==> src/sv/ptq_pkg.sv <==
// Package for the preemptive priority task queue.
// Holds the shared types, operation codes and status codes; depends on nothing.
package ptq_pkg;

   localparam int unsigned ID_W    = 8;
   localparam int unsigned PRI_W   = 8;
   localparam int unsigned LEVEL_W = 9;

   localparam logic [LEVEL_W-1:0] IDLE_LEVEL = 9'd256;

   localparam logic [1:0] OP_ADD      = 2'd0;
   localparam logic [1:0] OP_DISPATCH = 2'd1;
   localparam logic [1:0] OP_COMPLETE = 2'd2;

   typedef enum logic [2:0] {
      ST_ADDED      = 3'd0,
      ST_DISPATCHED = 3'd1,
      ST_NONE       = 3'd2,
      ST_FULL       = 3'd3,
      ST_DONE       = 3'd4,
      ST_NEST_ERR   = 3'd5
   } status_type;

   // One queue slot as seen by its neighbors.
   typedef struct packed {
      logic             valid;
      logic [ID_W-1:0]  id;
      logic [PRI_W-1:0] pri;
   } qentry_type;

   // Broadcast control from the top level to every queue cell.
   typedef struct packed {
      logic             insert;
      logic             remove;
      logic [ID_W-1:0]  new_id;
      logic [PRI_W-1:0] new_pri;
   } qctl_type;

   // Broadcast control to every nesting stack cell.
   typedef struct packed {
      logic push;
      logic pop;
   } sctl_type;

endpackage

==> src/sv/ptq_if.sv <==
// Valid/ready channel interfaces for the task queue request and response.
// Depends on ptq_pkg for the field widths.
interface ptq_req_if import ptq_pkg::*; ();
   logic             valid;
   logic             ready;
   logic [1:0]       op;
   logic [ID_W-1:0]  task_id;
   logic [PRI_W-1:0] priority_req;

   modport source (output valid, output op, output task_id, output priority_req,
                   input ready);
   modport sink   (input valid, input op, input task_id, input priority_req,
                   output ready);
endinterface

interface ptq_rsp_if import ptq_pkg::*; ();
   logic               valid;
   logic               ready;
   logic [2:0]         status;
   logic [ID_W-1:0]    out_task_id;
   logic [PRI_W-1:0]   out_priority;
   logic [LEVEL_W-1:0] running_priority;

   modport source (output valid, output status, output out_task_id,
                   output out_priority, output running_priority, input ready);
   modport sink   (input valid, input status, input out_task_id,
                   input out_priority, input running_priority, output ready);
endinterface

==> src/sv/ptq_qcell.sv <==
// One slot of the sorted task queue: holds an entry and shifts with its neighbors.
// Depends on ptq_pkg.
module ptq_qcell import ptq_pkg::*; (
   input  logic       clock,
   input  logic       reset,
   input  qctl_type   ctl,
   input  qentry_type left_entry,
   input  logic       left_keep,
   input  qentry_type right_entry,
   output qentry_type entry,
   output logic       keep
);

   logic             valid_ff, valid_in;
   logic [ID_W-1:0]  id_ff, id_in;
   logic [PRI_W-1:0] pri_ff, pri_in;

   // This slot stays ahead of a new task of equal or higher number.
   assign keep  = valid_ff && (pri_ff <= ctl.new_pri);
   assign entry = '{valid: valid_ff, id: id_ff, pri: pri_ff};

   always_comb begin
      valid_in = valid_ff;
      id_in    = id_ff;
      pri_in   = pri_ff;
      priority if (ctl.remove) begin
         valid_in = right_entry.valid;
         id_in    = right_entry.id;
         pri_in   = right_entry.pri;
      end else if (ctl.insert && !keep) begin
         if (left_keep) begin
            valid_in = 1'b1;
            id_in    = ctl.new_id;
            pri_in   = ctl.new_pri;
         end else begin
            valid_in = left_entry.valid;
            id_in    = left_entry.id;
            pri_in   = left_entry.pri;
         end
      end
   end

   always_ff @(posedge clock) begin
      if (reset) begin
         valid_ff <= 1'b0;
      end else begin
         valid_ff <= valid_in;
      end
      id_ff  <= id_in;
      pri_ff <= pri_in;
   end

endmodule

==> src/sv/ptq_scell.sv <==
// One slot of the nesting stack of saved running priorities.
// Depends on ptq_pkg.
module ptq_scell import ptq_pkg::*; (
   input  logic               clock,
   input  sctl_type           ctl,
   input  logic [LEVEL_W-1:0] left_level,
   input  logic [LEVEL_W-1:0] right_level,
   output logic [LEVEL_W-1:0] level
);

   logic [LEVEL_W-1:0] level_ff, level_in;

   assign level = level_ff;

   always_comb begin
      level_in = level_ff;
      priority if (ctl.push) begin
         level_in = left_level;
      end else if (ctl.pop) begin
         level_in = right_level;
      end
   end

   always_ff @(posedge clock) begin
      level_ff <= level_in;
   end

endmodule

==> src/sv/preemptive_priority_task_queue_unit.sv <==
// Preemptive priority task queue, top level.
// Latency: a request's response appears in the cycle after it is accepted.
// Throughput: one request per cycle unless rsp_if stalls; each row shifts at most once.
// Reset (synchronous, active high) empties the queue, clears the nesting depth
// and sets the running priority to idle (256); slot contents are not cleared.
// Depends on ptq_pkg, ptq_if, ptq_qcell and ptq_scell.
module preemptive_priority_task_queue_unit import ptq_pkg::*; #(
   parameter int unsigned QUEUE_DEPTH = 16,
   parameter int unsigned NEST_DEPTH  = 8
) (
   input  logic      clock,
   input  logic      reset,
   ptq_req_if.sink   req_if,
   ptq_rsp_if.source rsp_if
);

   localparam int unsigned NPTR_W = $clog2(NEST_DEPTH + 1);

   // The queue is a row of cells kept sorted by priority number, head at
   // slot 0. An add broadcasts the new task; each cell decides locally
   // whether to hold, take the new task, or take its left neighbor, so the
   // whole row shifts right behind the insertion point. A dispatch shifts
   // the whole row left by one.
   qentry_type q_entry [QUEUE_DEPTH];
   logic       q_keep  [QUEUE_DEPTH];
   qctl_type   q_ctl;

   // The nesting stack is a second row of cells with the top at slot 0; a
   // push shifts right with the running priority entering slot 0, a pop
   // shifts left.
   logic [LEVEL_W-1:0] s_level [NEST_DEPTH];
   sctl_type           s_ctl;

   logic [NPTR_W-1:0]  nest_ptr_ff, nest_ptr_in;
   logic [LEVEL_W-1:0] level_ff, level_in;

   logic               rsp_valid_ff, rsp_valid_in;
   status_type         rsp_status_ff, rsp_status_in;
   logic [ID_W-1:0]    rsp_id_ff, rsp_id_in;
   logic [PRI_W-1:0]   rsp_pri_ff, rsp_pri_in;
   logic [LEVEL_W-1:0] rsp_level_ff;

   logic accept;
   logic q_full;
   logic eligible;
   logic nest_full;
   logic nest_empty;

   genvar k;
   generate
      for (k = 0; k < QUEUE_DEPTH; k++) begin : g_q
         qentry_type left_e, right_e;
         logic       left_k;
         if (k == 0) begin : g_first
            assign left_e = '0;
            assign left_k = 1'b1;
         end else begin : g_mid
            assign left_e = q_entry[k-1];
            assign left_k = q_keep[k-1];
         end
         if (k == QUEUE_DEPTH - 1) begin : g_last
            assign right_e = '0;
         end else begin : g_inner
            assign right_e = q_entry[k+1];
         end
         ptq_qcell u_cell (
            .clock       (clock),
            .reset       (reset),
            .ctl         (q_ctl),
            .left_entry  (left_e),
            .left_keep   (left_k),
            .right_entry (right_e),
            .entry       (q_entry[k]),
            .keep        (q_keep[k])
         );
      end

      for (k = 0; k < NEST_DEPTH; k++) begin : g_s
         logic [LEVEL_W-1:0] left_l, right_l;
         if (k == 0) begin : g_first
            assign left_l = level_ff;
         end else begin : g_mid
            assign left_l = s_level[k-1];
         end
         if (k == NEST_DEPTH - 1) begin : g_last
            assign right_l = '0;
         end else begin : g_inner
            assign right_l = s_level[k+1];
         end
         ptq_scell u_cell (
            .clock       (clock),
            .ctl         (s_ctl),
            .left_level  (left_l),
            .right_level (right_l),
            .level       (s_level[k])
         );
      end
   endgenerate

   // A new request is taken whenever the response register is empty or is
   // being drained in this same cycle.
   assign req_if.ready = !rsp_valid_ff || rsp_if.ready;
   assign accept       = req_if.valid && req_if.ready;

   // The queue is full exactly when its last slot is occupied, since the
   // occupied slots always form a prefix of the row.
   assign q_full     = q_entry[QUEUE_DEPTH-1].valid;
   // The head runs only if its number is strictly below the running priority.
   assign eligible   = q_entry[0].valid && ({1'b0, q_entry[0].pri} < level_ff);
   assign nest_full  = (nest_ptr_ff == NPTR_W'(NEST_DEPTH));
   assign nest_empty = (nest_ptr_ff == '0);

   always_comb begin
      q_ctl.insert  = 1'b0;
      q_ctl.remove  = 1'b0;
      q_ctl.new_id  = req_if.task_id;
      q_ctl.new_pri = req_if.priority_req;
      s_ctl.push    = 1'b0;
      s_ctl.pop     = 1'b0;
      nest_ptr_in   = nest_ptr_ff;
      level_in      = level_ff;
      rsp_status_in = ST_NONE;
      rsp_id_in     = '0;
      rsp_pri_in    = '0;
      if (accept) begin
         unique case (req_if.op)
            OP_ADD: begin
               if (q_full) begin
                  rsp_status_in = ST_FULL;
               end else begin
                  q_ctl.insert  = 1'b1;
                  rsp_status_in = ST_ADDED;
               end
            end
            OP_DISPATCH: begin
               // An ineligible head is reported as none even when the stack
               // is full; the overflow only blocks a grant.
               if (!eligible) begin
                  rsp_status_in = ST_NONE;
               end else if (nest_full) begin
                  rsp_status_in = ST_NEST_ERR;
               end else begin
                  q_ctl.remove  = 1'b1;
                  s_ctl.push    = 1'b1;
                  nest_ptr_in   = nest_ptr_ff + 1'b1;
                  level_in      = {1'b0, q_entry[0].pri};
                  rsp_status_in = ST_DISPATCHED;
                  rsp_id_in     = q_entry[0].id;
                  rsp_pri_in    = q_entry[0].pri;
               end
            end
            OP_COMPLETE: begin
               if (nest_empty) begin
                  rsp_status_in = ST_NEST_ERR;
               end else begin
                  s_ctl.pop     = 1'b1;
                  nest_ptr_in   = nest_ptr_ff - 1'b1;
                  level_in      = s_level[0];
                  rsp_status_in = ST_DONE;
               end
            end
            default: begin
               rsp_status_in = ST_NONE;
            end
         endcase
      end
   end

   always_comb begin
      rsp_valid_in = rsp_valid_ff;
      if (accept) begin
         rsp_valid_in = 1'b1;
      end else if (rsp_if.ready) begin
         rsp_valid_in = 1'b0;
      end
   end

   always_ff @(posedge clock) begin
      if (reset) begin
         nest_ptr_ff  <= '0;
         level_ff     <= IDLE_LEVEL;
         rsp_valid_ff <= 1'b0;
      end else begin
         nest_ptr_ff  <= nest_ptr_in;
         level_ff     <= level_in;
         rsp_valid_ff <= rsp_valid_in;
      end
      if (accept) begin
         rsp_status_ff <= rsp_status_in;
         rsp_id_ff     <= rsp_id_in;
         rsp_pri_ff    <= rsp_pri_in;
         rsp_level_ff  <= level_in;
      end
   end

   assign rsp_if.valid            = rsp_valid_ff;
   assign rsp_if.status           = rsp_status_ff;
   assign rsp_if.out_task_id      = rsp_id_ff;
   assign rsp_if.out_priority     = rsp_pri_ff;
   assign rsp_if.running_priority = rsp_level_ff;

   // Occupied queue slots form a prefix of the row.
   a_q_prefix: assert property (@(posedge clock) disable iff (reset)
      q_entry[1].valid |-> q_entry[0].valid)
      else $error("queue slot 1 occupied while head slot is empty");

   // The head is never less urgent than the slot behind it.
   a_q_sorted: assert property (@(posedge clock) disable iff (reset)
      q_entry[1].valid |-> (q_entry[0].pri <= q_entry[1].pri))
      else $error("queue head out of priority order");

   // The nesting depth never exceeds the stack size.
   a_nest_range: assert property (@(posedge clock) disable iff (reset)
      nest_ptr_ff <= NPTR_W'(NEST_DEPTH))
      else $error("nesting depth beyond stack size");

   // With nothing nested, the running priority is idle.
   a_idle_level: assert property (@(posedge clock) disable iff (reset)
      nest_empty |-> (level_ff == IDLE_LEVEL))
      else $error("running priority not idle with empty nesting stack");

   // A granted dispatch makes the task's number the running priority.
   a_dispatch_level: assert property (@(posedge clock) disable iff (reset)
      (accept && (rsp_status_in == ST_DISPATCHED)) |=>
         (rsp_level_ff == {1'b0, rsp_pri_ff}))
      else $error("dispatched priority differs from running priority");

endmodule

==> src/flat_wrapper.sv <==
// flat-port wrapper written by rule: the top's interface ports become plain ports
module preemptive_priority_task_queue_unit_flat import ptq_pkg::*;
#(
   parameter int unsigned QUEUE_DEPTH = 16,
   parameter int unsigned NEST_DEPTH  = 8
)
  (clock, reset, req_if_valid, req_if_op, req_if_task_id, req_if_priority_req, req_if_ready, rsp_if_valid, rsp_if_status, rsp_if_out_task_id, rsp_if_out_priority, rsp_if_running_priority, rsp_if_ready);
  ptq_req_if req_if_i ();
  ptq_rsp_if rsp_if_i ();
  input  logic clock;
  input  logic reset;
  input wire logic [$bits(req_if_i.valid)-1:0] req_if_valid;
  input wire logic [$bits(req_if_i.op)-1:0] req_if_op;
  input wire logic [$bits(req_if_i.task_id)-1:0] req_if_task_id;
  input wire logic [$bits(req_if_i.priority_req)-1:0] req_if_priority_req;
  output wire logic [$bits(req_if_i.ready)-1:0] req_if_ready;
  output wire logic [$bits(rsp_if_i.valid)-1:0] rsp_if_valid;
  output wire logic [$bits(rsp_if_i.status)-1:0] rsp_if_status;
  output wire logic [$bits(rsp_if_i.out_task_id)-1:0] rsp_if_out_task_id;
  output wire logic [$bits(rsp_if_i.out_priority)-1:0] rsp_if_out_priority;
  output wire logic [$bits(rsp_if_i.running_priority)-1:0] rsp_if_running_priority;
  input wire logic [$bits(rsp_if_i.ready)-1:0] rsp_if_ready;
  assign req_if_i.valid = req_if_valid;
  assign req_if_i.op = req_if_op;
  assign req_if_i.task_id = req_if_task_id;
  assign req_if_i.priority_req = req_if_priority_req;
  assign req_if_ready = req_if_i.ready;
  assign rsp_if_valid = rsp_if_i.valid;
  assign rsp_if_status = rsp_if_i.status;
  assign rsp_if_out_task_id = rsp_if_i.out_task_id;
  assign rsp_if_out_priority = rsp_if_i.out_priority;
  assign rsp_if_running_priority = rsp_if_i.running_priority;
  assign rsp_if_i.ready = rsp_if_ready;
  preemptive_priority_task_queue_unit #(.QUEUE_DEPTH(QUEUE_DEPTH), .NEST_DEPTH(NEST_DEPTH)) u_core (.clock(clock), .reset(reset), .req_if(req_if_i), .rsp_if(rsp_if_i));
endmodule
==> config.mk <==
export PLATFORM = sky130hd
export DESIGN_NAME = preemptive_priority_task_queue_unit_flat
export DESIGN_NICKNAME = d
export VERILOG_FILES = /design/src/sv/ptq_pkg.sv /design/src/sv/ptq_if.sv /design/src/sv/ptq_qcell.sv /design/src/sv/ptq_scell.sv /design/src/sv/preemptive_priority_task_queue_unit.sv /design/src/flat_wrapper.sv
export SDC_FILE = /design/constraint.sdc
export NUM_CORES = 1
export LEC_CHECK = 0
export BUFFER_PORTS_ARGS = -buffer_cell sky130_fd_sc_hd__buf_4
export CAP_MARGIN = 20
export CORE_ASPECT_RATIO = 1.2
export CORE_MARGIN = 2
export CORE_UTILIZATION = 26
export CTS_BUF_LIST = sky130_fd_sc_hd__clkbuf_4 sky130_fd_sc_hd__clkbuf_8
export CTS_CLUSTER_SIZE = 10
export DETAILED_ROUTE_END_ITERATION = 6
export SLEW_MARGIN = 5
export SYNTH_ARGS = -nofsm -noshare
export SYNTH_HDL_FRONTEND = slang
export SYNTH_SLANG_ARGS = --single-unit
export TNS_END_PERCENT = 5
==> constraint.sdc <==
create_clock -name clock -period 5.5 [get_ports clock]
set_clock_uncertainty 0.05 [all_clocks]
set_input_delay 0.55 -clock clock [delete_from_list [all_inputs] [get_ports clock]]
set_output_delay 0.55 -clock clock [all_outputs]
set_load 0.02 [all_outputs]
* Word-level counts from Yosys, hierarchy flattened *
Index checks and enable logic that the tools add are counted.

word-level totals
  register bits = 386
  input port bits = 22

operators by class
  reduce and logical (&&, ||, !) cells = 75
  add/subtract/negate cells = 2
  bitwise logic cells = 2
  multiplexer cells = 176
  magnitude comparators = 17
  equality and inequality tests = 6

operator list
  cell                   count
  $mux W8                90
  $mux W9                20
  $le A8 B8 Y1           16
  $mux W1                55
  $reduce_bool A2 Y1     18
  $logic_and A1 B1 Y1    34
  $pmux W9 S2            1
  $logic_not A1 Y1       17
  $mux W4                3
  $lt A8 B9 Y1           1
  $pmux W3 S3            1
  $pmux W4 S2            1
  $mux W2                3
  $mux W3                2
  $reduce_and A5 Y1      1
  $add A4 B1 Y4 const B  1
  $eq A4 B4 Y1 const B   1
  $logic_not A4 Y1       1
  $ne A2 B2 Y1 const B   2
  $sub A4 B1 Y4 const B  1
  $reduce_or A3 Y1       1
  $eq A2 B1 Y1 const B   1
  $eq A2 B2 Y1 const B   1
  $logic_not A2 Y1       1
  other kinds (4)        5

* Logic depth before layout (Yosys ltp) *
  depth in word-level cells = 8
  depth in mapped cells = 12
  gate-level depth less buffers = 8

* Cells and area by module *
A second synthesis with hierarchy kept.

unflattened totals
  cells, all modules = 2133
  area total of the unflattened synthesis = 23586.4 sq um

modules (own cells, without submodules)
  module                               instances  cells an instance  area an instance (sq um)
  ptq_qcell                            16         108                1111.1
  ptq_scell                            8          20                 422.9
  preemptive_priority_task_queue_unit  1          245                2426.1

* Least setup slack after synthesis *
Ideal clock, no wire load.

  kind = register -> register
  from = register u_core.g_q[0].u_cell.pri_ff[4]
  to = register u_core.g_s[0].u_cell.level_ff[0] (enable)
  cell stages (with the launch flop) = 9
  period minus slack after synthesis = 4.095 ns
  setup slack = 1.405 ns
  data arrival time = 3.610 ns
  path buffers = 2
  cell sequence = edfxtp_1 > ha_1 > a211oi_1 > o21ai_0 > a21oi_2 > and3_1 > clkbuf_1 > clkbuf_1 > o21a_1

between the ends
  cells in the longest elaborated chain, start to end = 6

ends and longest elaborated chain
  item                                 line                                        text
  from (decl)                          ptq_qcell.sv:16                             logic [PRI_W-1:0] pri_ff, pri_in;
  from (signal assigned)               ptq_qcell.sv:50                             pri_ff <= pri_in;
  $lt A8 B9 Y1                         preemptive_priority_task_queue_unit.sv:109  assign eligible = q_entry[0].valid && ({1'b0, q_entry[0].pri} < level_ff);
  $logic_and A1 B1 Y1                  preemptive_priority_task_queue_unit.sv:109
  $mux W1                              preemptive_priority_task_queue_unit.sv:138  if (!eligible) begin
  $mux W1                              preemptive_priority_task_queue_unit.sv:126  unique case (req_if.op)
  $mux W2                              preemptive_priority_task_queue_unit.sv:125  if (accept) begin
  $reduce_bool A2 Y1 (no source line)  n/a
  to (signal assigned)                 ptq_scell.sv:25                             level_ff <= level_in;
  to (decl)                            ptq_scell.sv:11                             logic [LEVEL_W-1:0] level_ff, level_in;

Every way passes these cells.
A chain may end at the register's enable or synchronous reset.

* Worst setup path in the final report *
  from = register u_core.g_q[0].u_cell.pri_ff[6]
  to = register u_core.g_q[8].u_cell.id_ff[1] (enable)

between the ends
  cells in the longest elaborated chain, start to end = 6

ends and longest elaborated chain
  item                                 line                                        text
  $lt A8 B9 Y1                         preemptive_priority_task_queue_unit.sv:109
  $logic_and A1 B1 Y1                  preemptive_priority_task_queue_unit.sv:109
  $mux W1                              preemptive_priority_task_queue_unit.sv:138
  $mux W1                              preemptive_priority_task_queue_unit.sv:126
  $mux W2                              preemptive_priority_task_queue_unit.sv:125
  $reduce_bool A2 Y1 (no source line)  n/a
  to (signal assigned)                 ptq_qcell.sv:49                             id_ff <= id_in;
  to (decl)                            ptq_qcell.sv:15                             logic [ID_W-1:0] id_ff, id_in;

Every way passes these cells.

==> run_results.csv <==
group,metric,value,unit
status,status,"finished, final reports clean",
clocking,cts.repair.resized,0,
sta,rsz0062_at_grt,"no",
global_routing,grt_use_total,13.4,%
synthesis,ys_async_sr_fraction,0,%
synthesis,synth_cell_type_count,53,
sta,fin_crit,3820,ps
worst_setup_path,reg2reg_from,"u_core.g_q[0].u_cell.pri_ff[6]",
synthesis,synth_cells,2011,
clocking,clock_sinks,386,
die,initial_core_util,26.3,%
power,peakVddDrop,0.200,mV
synthesis,yosys-top-cells-area,"edfxtp_1 (48%), mux2i_1 (11%), nand2_1 (8.4%)",
route,drt_drc_violations_left,0,
synthesis,synth_most_common_cell,"nand2_1",
sta,hold_viol_final,0,
worst_setup_path,crit_path_start_kind,"flop",
clocking,cts_max_level,3,
global_routing,grt_max_degree,103,
sta,relSlewSlack,27.5,%
global_routing,antenna_found_initial,1,
clocking,cts_setup_buffers,0,
worst_setup_path,startpoint,"u_core.g_q[0].u_cell.pri_ff[6]",
worst_hold_path,worstHoldPathType,"in2reg",
synthesis,synth-edff-count,340,
synthesis,ys_seq_elements,386,
synthesis,synth.yosys.seq_area_share,52.5,%
synthesis,ys_top_cells_by_count,"nand2_1 (472), edfxtp_1 (340), o21ai_0 (267), mux2i_1 (225), ha_1 (133)",
worst_setup_path,cp.arrival,4110,ps
power,p_per_area,280,mW/mm2
placement,dp_hpwl,38600,um
route,ant_nets,0,
die,core_area,0.0806,mm2
die,die_h,317,um
cells_and_area,finish.net_count,2191,
cells_and_area,fillers,8226,
sta,tightest_slew,1080,ps
clocking,cts_root_buf,"clkbuf_8",
cells_and_area,layout-drive-gt1-share,12.0,%
placement,portBuffers,51,
sta,period_share,69.4,%
worst_setup_path,rrSetupSlack,1680,ps
power,p_leak,0.00843,uW
sta,finalMaxSlewViolations,0,
global_routing,grt_pass1_vias,14896,
global_routing,grt_first_pass_wirelength,87800,um
clocking,cts_buffer_depth,3,
synthesis,yosys_warnings,0,
synthesis,netlist_area,0.0212,mm2
sta,finalSetupTns,0,ps
clocking,clock_latency,660,ps
synthesis,synth_fp_nets,2167,
clocking,cts.clk_slew.worst_paths,60,ps
die,die-area,0.0838,mm2
placement,routabilityCongestion,0.806,
worst_setup_path,crit_path_end,"u_core.g_q[8].u_cell.id_ff[1]",
worst_setup_path,cp.required,5800,ps
clocking,ctsHoldBuffers,0,
worst_setup_path,worstPathMaxFanout,56,
synthesis,synthFlopType,"edfxtp_1",
die,rows,114,
worst_setup_path,rr_worst_depth,7,
route,wl,57400,um
route,vias_per_cell,4.93,
route,vias,15453,
worst_setup_path,r2r_end,"u_core.g_q[8].u_cell.id_ff[1]",
route,wl_per_cell,18.3,um
route,first_pass_iters,5,
cells_and_area,area_growth,14.7,%
worst_setup_path,criticalPathCategory,"reg2reg",
worst_hold_path,min_from,"req_if_valid",
clocking,cts_made_buffers,70,
synthesis,yosysTopAreaCell,"edfxtp_1",
route,drtIter0Drc,1340,
synthesis,synth_top_area_share,48.2,%
global_routing,gr-total-overflow,0,
clocking,tritoncts,"built",
sta,setup_viol,0,
die,die_w,265,um
worst_setup_path,crit_path_end_kind,"flop",
run,cap_violations,0,
synthesis,avgSynthCellArea,10.5,um2
die,boundaryPins,52,
sta,fmax,262,MHz
cells_and_area,fin_util,30.2,%
[routing by layer]
metal  up-vias  share of wire, %  global-route usage, %
met4         0               3.9                   6.56
met5         -                 0                      0
met1      7473                45                   17.7
met2       471                45                   21.3
li1       7395                 -                      -
met3       114               5.7                   2.55
[where the power goes]
| part | leakage (uW) | internal (uW) | switching [uW] | total (uW) |
|---|---|---|---|---|
| clock network | 0.000768 | 1560 | 1270 | 2830 |
| logic | 0.00414 | 214 | 367 | 581 |
| registers | 0.00352 | 3310 | 81.2 | 3390 |
| total | 0.00843 | 5090 | 1710 | 6800 |
[area by class of cell]
type / instances / area (um2) / share of cell area, %
Sequential cell: 386 / 11100 / 45.8
Multi-Input combinational cell: 1418 / 9360 / 38.5
Tap cell: 1044 / 1310 / 5.37
Clock buffer: 103 / 1250 / 5.14
Timing Repair Buffer: 91 / 820 / 3.37
Inverter: 68 / 255 / 1.05
Clock inverter: 26 / 190 / 0.782
Antenna cell: 1 / 2.50 / 0.0103
[cells in the final DEF (no fill, tap or decap), drive strengths merged, types with 3 or more instances in the layout]
master / count
or3: 7
a31oi: 4
o21bai: 3
o22ai: 11
o2111ai: 10
buf: 91
o31ai: 11
nand4: 17
a211oi: 9
o21ai: 267
nor2b: 7
inv: 73
and3: 13
o32ai: 9
a22oi: 8
xnor2: 3
and2: 18
ha: 133
a21o: 3
nand2: 472
nor2: 15
o211ai: 30
nand3: 31
o221ai: 7
or2: 7
nand2b: 3
o221a: 9
a211o: 8
mux2i: 225
edfxtp: 340
dfxtp: 46
nor3: 9
clkbuf: 103
a21oi: 50
clkinv: 18
[per-stage QoR]
step / hold WS, ps / total power (uW) / cell area (um2) / instances / setup WS [ps]
3_5_place_dp: 446 / 4030 / 22800 / 3003 / 1630
6_report: 119 / 6800 / 24300 / 3137 / 1680
5_1_grt: 99.4 / 7070 / 24300 / 3137 / 1360
3_3_place_gp: 436 / 4010 / 22700 / 3000 / 1570
4_1_cts: 63.6 / 6870 / 24200 / 3132 / 1620
2_1_floorplan: 416 / 3800 / 21200 / 2011 / 1400
[flip-flops by register name, summed over array words and instances, names as in the netlist]
register / cells
u_core.g_q.u_cell.pri_ff: 128
u_core.rsp_if.running_priority: 9
u_core.g_s.left_l: 9
u_core.g_q.u_cell.id_ff: 128
u_core.rsp_if.valid: 1
u_core.rsp_if.out_priority: 8
u_core.rsp_if.status: 3
u_core.rsp_if.out_task_id: 8
u_core.nest_ptr_ff: 4
u_core.g_s.u_cell.level: 72
u_core.g_q.u_cell.valid_ff: 16
[kinds of logic after synthesis]
group | count (synthesis) | synth area share (%)
compound gates | 447 | 12.4
flops | 386 | 52.5
xor+xnor | 3 | 0.124
fa+ha+maj | 134 | 7.95
mux | 225 | 10.6
buf+inv | 207 | 4.18
simple gates | 609 | 12.2
[worst max-delay path, stage by stage, from the launching register on]
cell	delay (ps)
edfxtp_1	530
ha_1	370
a211oi_1	250
o31ai_1	130
a21oi_2	670
nand2_4	560
o21ai_1	620
buf_4	310
[how the worst min path moves through the flow]
stage	endpoint	slack (ps)	cells past startpoint
global route	u_core.rsp_if.valid	100	3
floorplan	u_core.g_q[4].u_cell.valid_ff	420	2
CTS	u_core.rsp_if.valid	60	3
finish	u_core.rsp_if.valid	120	3
detailed placement	u_core.g_q[13].u_cell.valid_ff	450	2
global placement	u_core.g_q[13].u_cell.valid_ff	440	2
No activity file was read; power rests on OpenSTA's default activity.
